$ cat src/rtl/core/vptw_pkg.sv
// ----------------------------------------------------------------------------
// vptw_pkg
// Shared types, constants and saturation helper for the vertex projector.
// ----------------------------------------------------------------------------
package vptw_pkg;

  localparam int FRAC_BITS_DEF = 16;
  localparam int WIDE_W        = 66;

  typedef enum logic [1:0] {
    CFG_VP_LEFT   = 2'd0,
    CFG_VP_BOTTOM = 2'd1,
    CFG_VP_SPAN_X = 2'd2,
    CFG_VP_SPAN_Y = 2'd3
  } cfg_idx_t;

  localparam logic [14:0] VP_SPAN_X_RST = 15'd640;
  localparam logic [14:0] VP_SPAN_Y_RST = 15'd480;

  // Per-request flags carried alongside the divider lanes
  typedef struct packed {
    logic       valid;
    logic       w_zero;
    logic       sat;
    logic [2:0] neg;
  } side_t;

  // Returns {saturated, value}
  function automatic logic [32:0] sat32(input logic signed [WIDE_W-1:0] v);
    logic signed [WIDE_W-1:0] hi;
    logic signed [WIDE_W-1:0] lo;
    logic [32:0]              res;
    hi = WIDE_W'(64'sh7FFF_FFFF);
    lo = -WIDE_W'(64'sh8000_0000);
    if (v > hi) begin
      res = {1'b1, 32'h7FFF_FFFF};
    end else if (v < lo) begin
      res = {1'b1, 32'h8000_0000};
    end else begin
      res = {1'b0, v[31:0]};
    end
    return res;
  endfunction

endpackage

$ cat src/rtl/core/vptw_map.sv
// ----------------------------------------------------------------------------
// vptw_map
// Signs and saturates quotients, maps to 0..1, scales by viewport, registers out.
// ----------------------------------------------------------------------------
module vptw_map #(
  parameter int FRAC_BITS = vptw_pkg::FRAC_BITS_DEF
) (
  input  logic                     clk,
  input  logic                     rst_n,
  input  logic                     en,
  input  vptw_pkg::side_t          side,
  input  logic [32+FRAC_BITS-1:0]  quo [3],
  input  logic [13:0]              vp_left,
  input  logic [13:0]              vp_bottom,
  input  logic [14:0]              vp_span_x,
  input  logic [14:0]              vp_span_y,
  output logic                     out_valid,
  output logic signed [31:0]       win_x,
  output logic signed [31:0]       win_y,
  output logic signed [31:0]       win_z,
  output logic                     w_was_zero,
  output logic                     saturated
);

  localparam int W  = vptw_pkg::WIDE_W;
  localparam int DW = 32 + FRAC_BITS;
  localparam logic signed [31:0] HALF = 32'sd1 <<< (FRAC_BITS - 1);

  vptw_pkg::side_t    s1_r, s2_r;
  logic signed [31:0] ndc_r [3];
  logic signed [31:0] t_z_r;
  logic signed [47:0] px_r, py_r;
  logic signed [31:0] ndc_nxt [3];
  logic               ndc_sat;
  logic signed [31:0] t [3];
  logic               v3_r;
  logic signed [31:0] wx_r, wy_r, wz_r;
  logic               wzero_r, sat_r;
  logic [32:0]        sx, sy;

  // Apply quotient sign and clamp to 32 bits
  always_comb begin
    logic signed [DW:0] sv;
    logic [32:0]        s;
    ndc_sat = 1'b0;
    for (int k = 0; k < 3; k++) begin
      sv = side.neg[k] ? -$signed({1'b0, quo[k]}) : $signed({1'b0, quo[k]});
      s  = vptw_pkg::sat32(W'(sv));
      ndc_nxt[k] = s[31:0];
      ndc_sat = ndc_sat | s[32];
    end
  end

  always_ff @(posedge clk) begin
    if (en) begin
      ndc_r     <= ndc_nxt;
      s1_r.neg  <= side.neg;
      s1_r.w_zero <= side.w_zero;
      s1_r.sat  <= side.sat | (!side.w_zero && ndc_sat);
    end
    if (!rst_n) begin
      s1_r.valid <= 1'b0;
    end else if (en) begin
      s1_r.valid <= side.valid;
    end
  end

  always_comb begin
    for (int k = 0; k < 3; k++) t[k] = (ndc_r[k] >>> 1) + HALF;
  end

  always_ff @(posedge clk) begin
    if (en) begin
      px_r  <= t[0] * $signed({1'b0, vp_span_x});
      py_r  <= t[1] * $signed({1'b0, vp_span_y});
      t_z_r <= t[2];
      s2_r.neg    <= s1_r.neg;
      s2_r.w_zero <= s1_r.w_zero;
      s2_r.sat    <= s1_r.sat;
    end
    if (!rst_n) begin
      s2_r.valid <= 1'b0;
    end else if (en) begin
      s2_r.valid <= s1_r.valid;
    end
  end

  assign sx = vptw_pkg::sat32(W'(px_r) + (W'(vp_left) <<< FRAC_BITS));
  assign sy = vptw_pkg::sat32(W'(py_r) + (W'(vp_bottom) <<< FRAC_BITS));

  always_ff @(posedge clk) begin
    if (en) begin
      wzero_r <= s2_r.w_zero;
      if (s2_r.w_zero) begin
        wx_r  <= '0;
        wy_r  <= '0;
        wz_r  <= '0;
        sat_r <= s2_r.sat;
      end else begin
        wx_r  <= sx[31:0];
        wy_r  <= sy[31:0];
        wz_r  <= t_z_r;
        sat_r <= s2_r.sat | sx[32] | sy[32];
      end
    end
  end

  always_ff @(posedge clk) begin
    if (!rst_n) begin
      v3_r <= 1'b0;
    end else if (en) begin
      v3_r <= s2_r.valid;
    end
  end

  assign out_valid  = v3_r;
  assign win_x      = wx_r;
  assign win_y      = wy_r;
  assign win_z      = wz_r;
  assign w_was_zero = wzero_r;
  assign saturated  = sat_r;

endmodule

$ cat config.mk
export PLATFORM = sky130hd
export DESIGN_NAME = vptw_map
export DESIGN_NICKNAME = d
export VERILOG_FILES = /design/src/rtl/core/vptw_pkg.sv /design/src/rtl/core/vptw_map.sv
export SDC_FILE = /design/constraint.sdc
export NUM_CORES = 2
export LEC_CHECK = 0
export BUFFER_PORTS_ARGS = -buffer_cell sky130_fd_sc_hd__clkbuf_2
export CAP_MARGIN = 20
export CORE_MARGIN = 5
export CORE_UTILIZATION = 40
export CTS_BUF_LIST = sky130_fd_sc_hd__clkbuf_16
export CTS_CLUSTER_DIAMETER = 80
export DETAILED_ROUTE_END_ITERATION = 10
export PLACE_DENSITY = 0.59
export SETUP_SLACK_MARGIN = 0.2
export SYNTH_ARGS = -nofsm -noshare
export SYNTH_HDL_FRONTEND = slang
export SYNTH_SLANG_ARGS = --single-unit
$ cat constraint.sdc
create_clock -name clk -period 9.5 [get_ports clk]
set_input_delay 0.475 -clock clk [delete_from_list [all_inputs] [get_ports clk]]
set_output_delay 0.475 -clock clk [all_outputs]
set_load 0.05 [all_outputs]
Yosys cells after proc, flatten, opt, wreduce, memory -nomap -nowiden
Cells that the tools add are included.
{"block": "totals", "output_inout_bits": 99, "inputBits": 211, "regBits": 329}
{"block": "classes", "add_sub_neg": 8, "bitwise": 5, "n_reduce_logical": 4, "magnitude_cmp": 10, "mux": 14, "mul": 2}
{"cell": "2-to-1 mux 33 bit", "count": 10}
{"cell": "> comparator 49 x 32 -> 1 bit, second input constant", "count": 5}
{"cell": "< comparator 49 x 32 -> 1 bit, second input constant", "count": 5}
{"cell": "2-to-1 mux 49 bit", "count": 3}
{"cell": "negator 48 -> 49 bit", "count": 3}
{"cell": "adder 48 x 31 -> 49 bit", "count": 2}
{"cell": "adder 31 x 17 -> 32 bit, second input constant", "count": 3}
{"cell": "multiplier 32 x 16 -> 48 bit", "count": 2}
{"cell": "OR 1 bit", "count": 5}
{"cell": "OR reduction 2 bit", "count": 2}
{"cell": "logical AND 1 bit", "count": 1}
{"cell": "logical NOT 1 bit", "count": 1}
{"cell": "2-to-1 mux 1 bit", "count": 1}

Longest topological paths before layout
{"block": "logic_depth", "ltp_word": 9, "depth_mapped": 32}

Least setup slack after synthesis
Ideal clock, no wire load.
{"block": "synth_path", "kind": "register -> register", "from": "register ndc_r[48] (netlist name)", "to": "register py_r[47], data pin", "arrival_time_ns": 7.343, "setup_ns": 0.261, "slack_ns": 1.896, "stages_incl_launch_ff": 29, "cell_sequence": "edfxtp_1 ha_1 and3_1 nand2_1 nor2_1 xor2_1 clkbuf_1 nand2_1 fa_1 fa_1 fa_1 fa_1 inv_1 fa_1 inv_1 fa_1 inv_1 ha_1 and4_1 and3_1 and3_1 a2111o_1 nor2_1 o21ai_0 a221oi_1 a211o_1 a31oi_1 o21ai_0 xnor2_1"}
{"block": "synth_via", "elab_chain_cells": 2}
{"element": "from (decl)", "line_no": "vptw_map.sv:30", "rtl": "logic signed [31:0] ndc_r [3];"}
{"element": "from (signal assigned)", "line_no": "vptw_map.sv:56", "rtl": "ndc_r <= ndc_nxt;"}
{"element": "adder 31 x 17 -> 32 bit", "line_no": "vptw_map.sv:69", "rtl": "for (int k = 0; k < 3; k++) t[k] = (ndc_r[k] >>> 1) + HALF;"}
{"element": "multiplier 32 x 16 -> 48 bit", "line_no": "vptw_map.sv:75", "rtl": "py_r <= t[1] * $signed({1'b0, vp_span_y});"}
{"element": "to (signal assigned)", "line_no": "vptw_map.sv:75"}
{"element": "to (decl)", "line_no": "vptw_map.sv:32", "rtl": "logic signed [47:0] px_r, py_r;"}
No other way between the ends.
A chain may end at the register's enable or synchronous reset.

Final worst setup path
Same ends and word-level chain as after synthesis.

==> reports/summary.md <==
The flow ran to the end, and the final reports show no timing, DRC or antenna violations. The routed wire length is 137 mm, and the number of DRC markers after the initial detailed-route iteration is 2,442. The die outline height was 369 um; the first-pass GRT wire length was 223 mm. Setup violations remaining at the end of the flow were counted as 0. Once placement finished, the instance area stood at 54,700 sq um.

The ratio of routed vias to standard cells was 5.19; the H-tree depth reported by CTS was 2. Buffers placed on the I/O ports in this run total 309. Number of hold violations in the final report: 0. The fraction of registers with async set or reset after synthesis was 0; the largest net degree at the start of global routing was 96. The count of maximum capacitance violations is 0. The half-perimeter wire length after detailed placement is 107 mm, and the initial antenna violation count is 11.

Counting I/O delays and the setup requirement, the final critical path takes 8.66 ns. In this run the post-CTS setup repair buffer count came out at 0. The first detailed-routing pass took 5 iterations.

The later-pin clock latency in the skew report is 0.62 ns. The relative area change from synthesis to final layout came out at 9.05%. The total track usage is 0.206, and the number of nets with antenna violations after routing is 0. The filler cells instantiated in the layout total 12,389.

The cell area that synthesis handed to floorplanning was 51,500 sq um. By startpoint and endpoint, the worst setup path is classified as reg -> reg. The post-detailed-route DRC marker count is 0. For the count of final max-slew check failures, the log shows 0. The clock sink count is 326.

By instance count, the cell type seen most on the critical path is fa_1. The maximum fanout count along the critical path is 18, and the number of instances in the synthesized netlist is 5,453. Net count reported at finish: 7,007. The tools report the routed via count as 37,989. The initial core utilization is 0.403.

The number of rows in the core area came out at 131. The type of the most critical hold path was in -> reg. The die is 369 um wide. Yosys printed 0 warnings. At the pin with the least slew margin, the transition time is 1.10 ns. Register clock-pin slew on the reported worst setup and hold paths: 0.06 ns. Final hold analysis gives a worst-case slack of 0.117 ns. The largest individual stage delay along the critical path comes from the cell edfxtp_1. STA classifies the critical path endpoint as a flop. At the end of routability-driven placement, the weighted congestion stood at 0.900.

The most used flip-flop cell after synthesis is edfxtp_1. The root buffer cell chosen for the clock tree is clkbuf_16. The number of buffers created by CTS was 42. The floorplan step defined a die boundary enclosing 136,000 sq um.

The net count of the mapped netlist was 6,836; the post-synthesis cell type count was 86. The number of gates resized after CTS was 0. The core box area came out at 128,000 sq um.

The number of buffers on the longest clock path was 3; the number of buffers added to fix hold violations after cts was 0. The share of post-route cells with drive strength above 1 is 0.0861, and the data arrival time of the critical path is 8.97 ns. The register bit count reported by yosys works out to 326. The highest clock rate is 0.115 GHz.

The worst setup path is launched from a flop. The synthesized design contains 323 enable-type register cells. In the final timing run, aggregate negative setup slack is 0 ns.

The relative slew slack is 0.264, and the highest cell delay on the worst timing path is 0.77 ns. TritonCTS built the clock tree. After global routing the overflow that remains totals 0. Setup repair after global routing left no endpoint under its margin. For the final database, setup skew stands at 0.0396 ns. The area of all placed cells without fillers was 56,100 sq um; the number of placed I/O pins was 310. At the worst endpoint, the required time is 9.82 ns. The proportion of synthesized chip area in sequential cells is 0.190. The run gives 40,262 as the number of global-route vias before repair.

Averaged over all synthesized cells, the footprint is 9.44 sq um. Detail-routed net length per standard cell: 18.7 um. The number of cells on the worst reg-to-reg path is 27. The period utilization came out at 0.911. The number of cells traversed by the worst hold path came out at 1.
==> final cells by class <==
| cell class | instances | area, sq um | share of cell area |
|---|---|---|---|
| tap | 1662 | 2080 | 0.0370 |
| multi-input combinational | 3826 | 36900 | 0.657 |
| timing repair buffer | 366 | 2000 | 0.0357 |
| inverter | 1062 | 3990 | 0.0710 |
| clock inverter | 34 | 343 | 0.00611 |
| antenna | 5 | 12.5 | 0.000223 |
| sequential | 326 | 9760 | 0.174 |
| clock buffer | 43 | 1080 | 0.0192 |
==> through the flow <==
stage / worst slack (ns) / util / cells
after floorplan: 1.90 / - / 5453
after detailed placement: 0.845 / 0.428 / 7240
after global routing: 0.355 / 0.440 / 7320
final: 0.842 / 0.440 / 7324
after CTS: 0.842 / 0.439 / 7317
after global placement: 0.919 / 0.428 / 7240
==> registers in the layout, summed over array words and instances (netlist names), 3 cells and up <==
name   cells
win_z     32
t_z_r     32
py_r      48
win_y     32
s1_r       3
ndc_r     93
win_x     32
px_r      48
s2_r       3
==> placed cells by master (no fill, tap or decap), drive strengths merged, types with 19 or more instances in the layout <==
master | Yosys | layout
and2 | 349 | 349
clkinv | 0 | 19
nand2b | 56 | 56
nand2 | 740 | 740
xor2 | 157 | 157
ha | 262 | 262
xnor2 | 141 | 141
o31ai | 48 | 48
fa | 910 | 910
or2 | 20 | 20
nor2 | 160 | 160
nor2b | 58 | 58
o41ai | 20 | 20
o21a | 38 | 38
inv | 1062 | 1068
edfxtp | 323 | 323
or3 | 21 | 21
a21oi | 135 | 135
buf | 11 | 58
nor4 | 22 | 22
a31oi | 20 | 20
nand3 | 68 | 68
or4 | 28 | 28
clkbuf | 228 | 351
a21o | 75 | 75
o21ai | 217 | 217
nand4 | 44 | 44
nor3 | 32 | 32
==> worst max-delay path: cells and delay by family, from the launching register on <==
kind / cells / cell delay (ns)
XOR/XNOR: 2 / 0.51
flip-flops: 1 / 0.77
AO/OA/AOI/OAI: 6 / 1.93
AND/OR/NAND/NOR: 8 / 1.35
adder cells (fa/ha/maj): 8 / 3.68
buffers and inverters: 3 / 0.14
==> cell usage after synthesis, drive strengths merged, types with 5 or more instances <==
master,count,share of area
a211o,8,0.0014
a211oi,17,0.0025
a21boi,8,0.0012
a21o,75,0.011
a21oi,135,0.013
a221oi,8,0.0014
a31oi,20,0.0024
a41oi,5,0.00085
and2,349,0.042
and3,18,0.0022
and4,8,0.0014
buf,11,0.0010
clkbuf,228,0.017
edfxtp,323,0.19
fa,910,0.35
ha,262,0.064
inv,1062,0.077
mux2i,13,0.0025
nand2,740,0.054
nand2b,56,0.0068
nand3,68,0.0066
nand3b,7,0.0010
nand4,44,0.0053
nor2,160,0.012
nor2b,58,0.0070
nor3,32,0.0033
nor3b,12,0.0018
nor4,22,0.0027
nor4b,6,0.0013
o2111ai,5,0.00085
o211ai,11,0.0016
o21a,38,0.0055
o21ai,217,0.021
o21bai,18,0.0026
o31ai,48,0.0074
o41ai,20,0.0034
or2,20,0.0024
or3,21,0.0026
or4,28,0.0042
xnor2,141,0.024
xor2,157,0.027
==> layer usage <==
metal	routed length, um	GRT usage
met5	66	0
met4	4000	0.0560
met3	10600	0.0493
met2	63900	0.339
met1	58700	0.273
==> final timing paths <==
check                                             start            endpoint  slack [ns]
worst max-delay path            ndc_r[48]$_SDFFCE_PN1P_  py_r[47]$_DFFE_PP_        0.84
worst min register to register        s1_r[3]$_DFFE_PP_   s2_r[3]$_DFFE_PP_        0.38
worst min-delay path                            side[4]   s1_r[4]$_DFFE_PP_        0.12
worst max register to register  ndc_r[48]$_SDFFCE_PN1P_  py_r[47]$_DFFE_PP_        0.84
==> cells by family (layout without fill, tap and decap cells) <==
group                      Yosys count  after routing  share of synthesized area
buffers and inverters             1301           1505                     0.0953
other                                0              5                          0
DFF                                326            326                      0.190
AOI/OAI and AO/OA                  678            678                     0.0845
xor gates and xnor gates           298            298                     0.0507
adders and majority gates         1172           1172                      0.418
and+or+nand+nor                   1661           1661                      0.159
muxes                               17             17                    0.00340
Power is not shown: default switching activity piles up to over one toggle a cycle in this logic, so the estimate is an artifact.
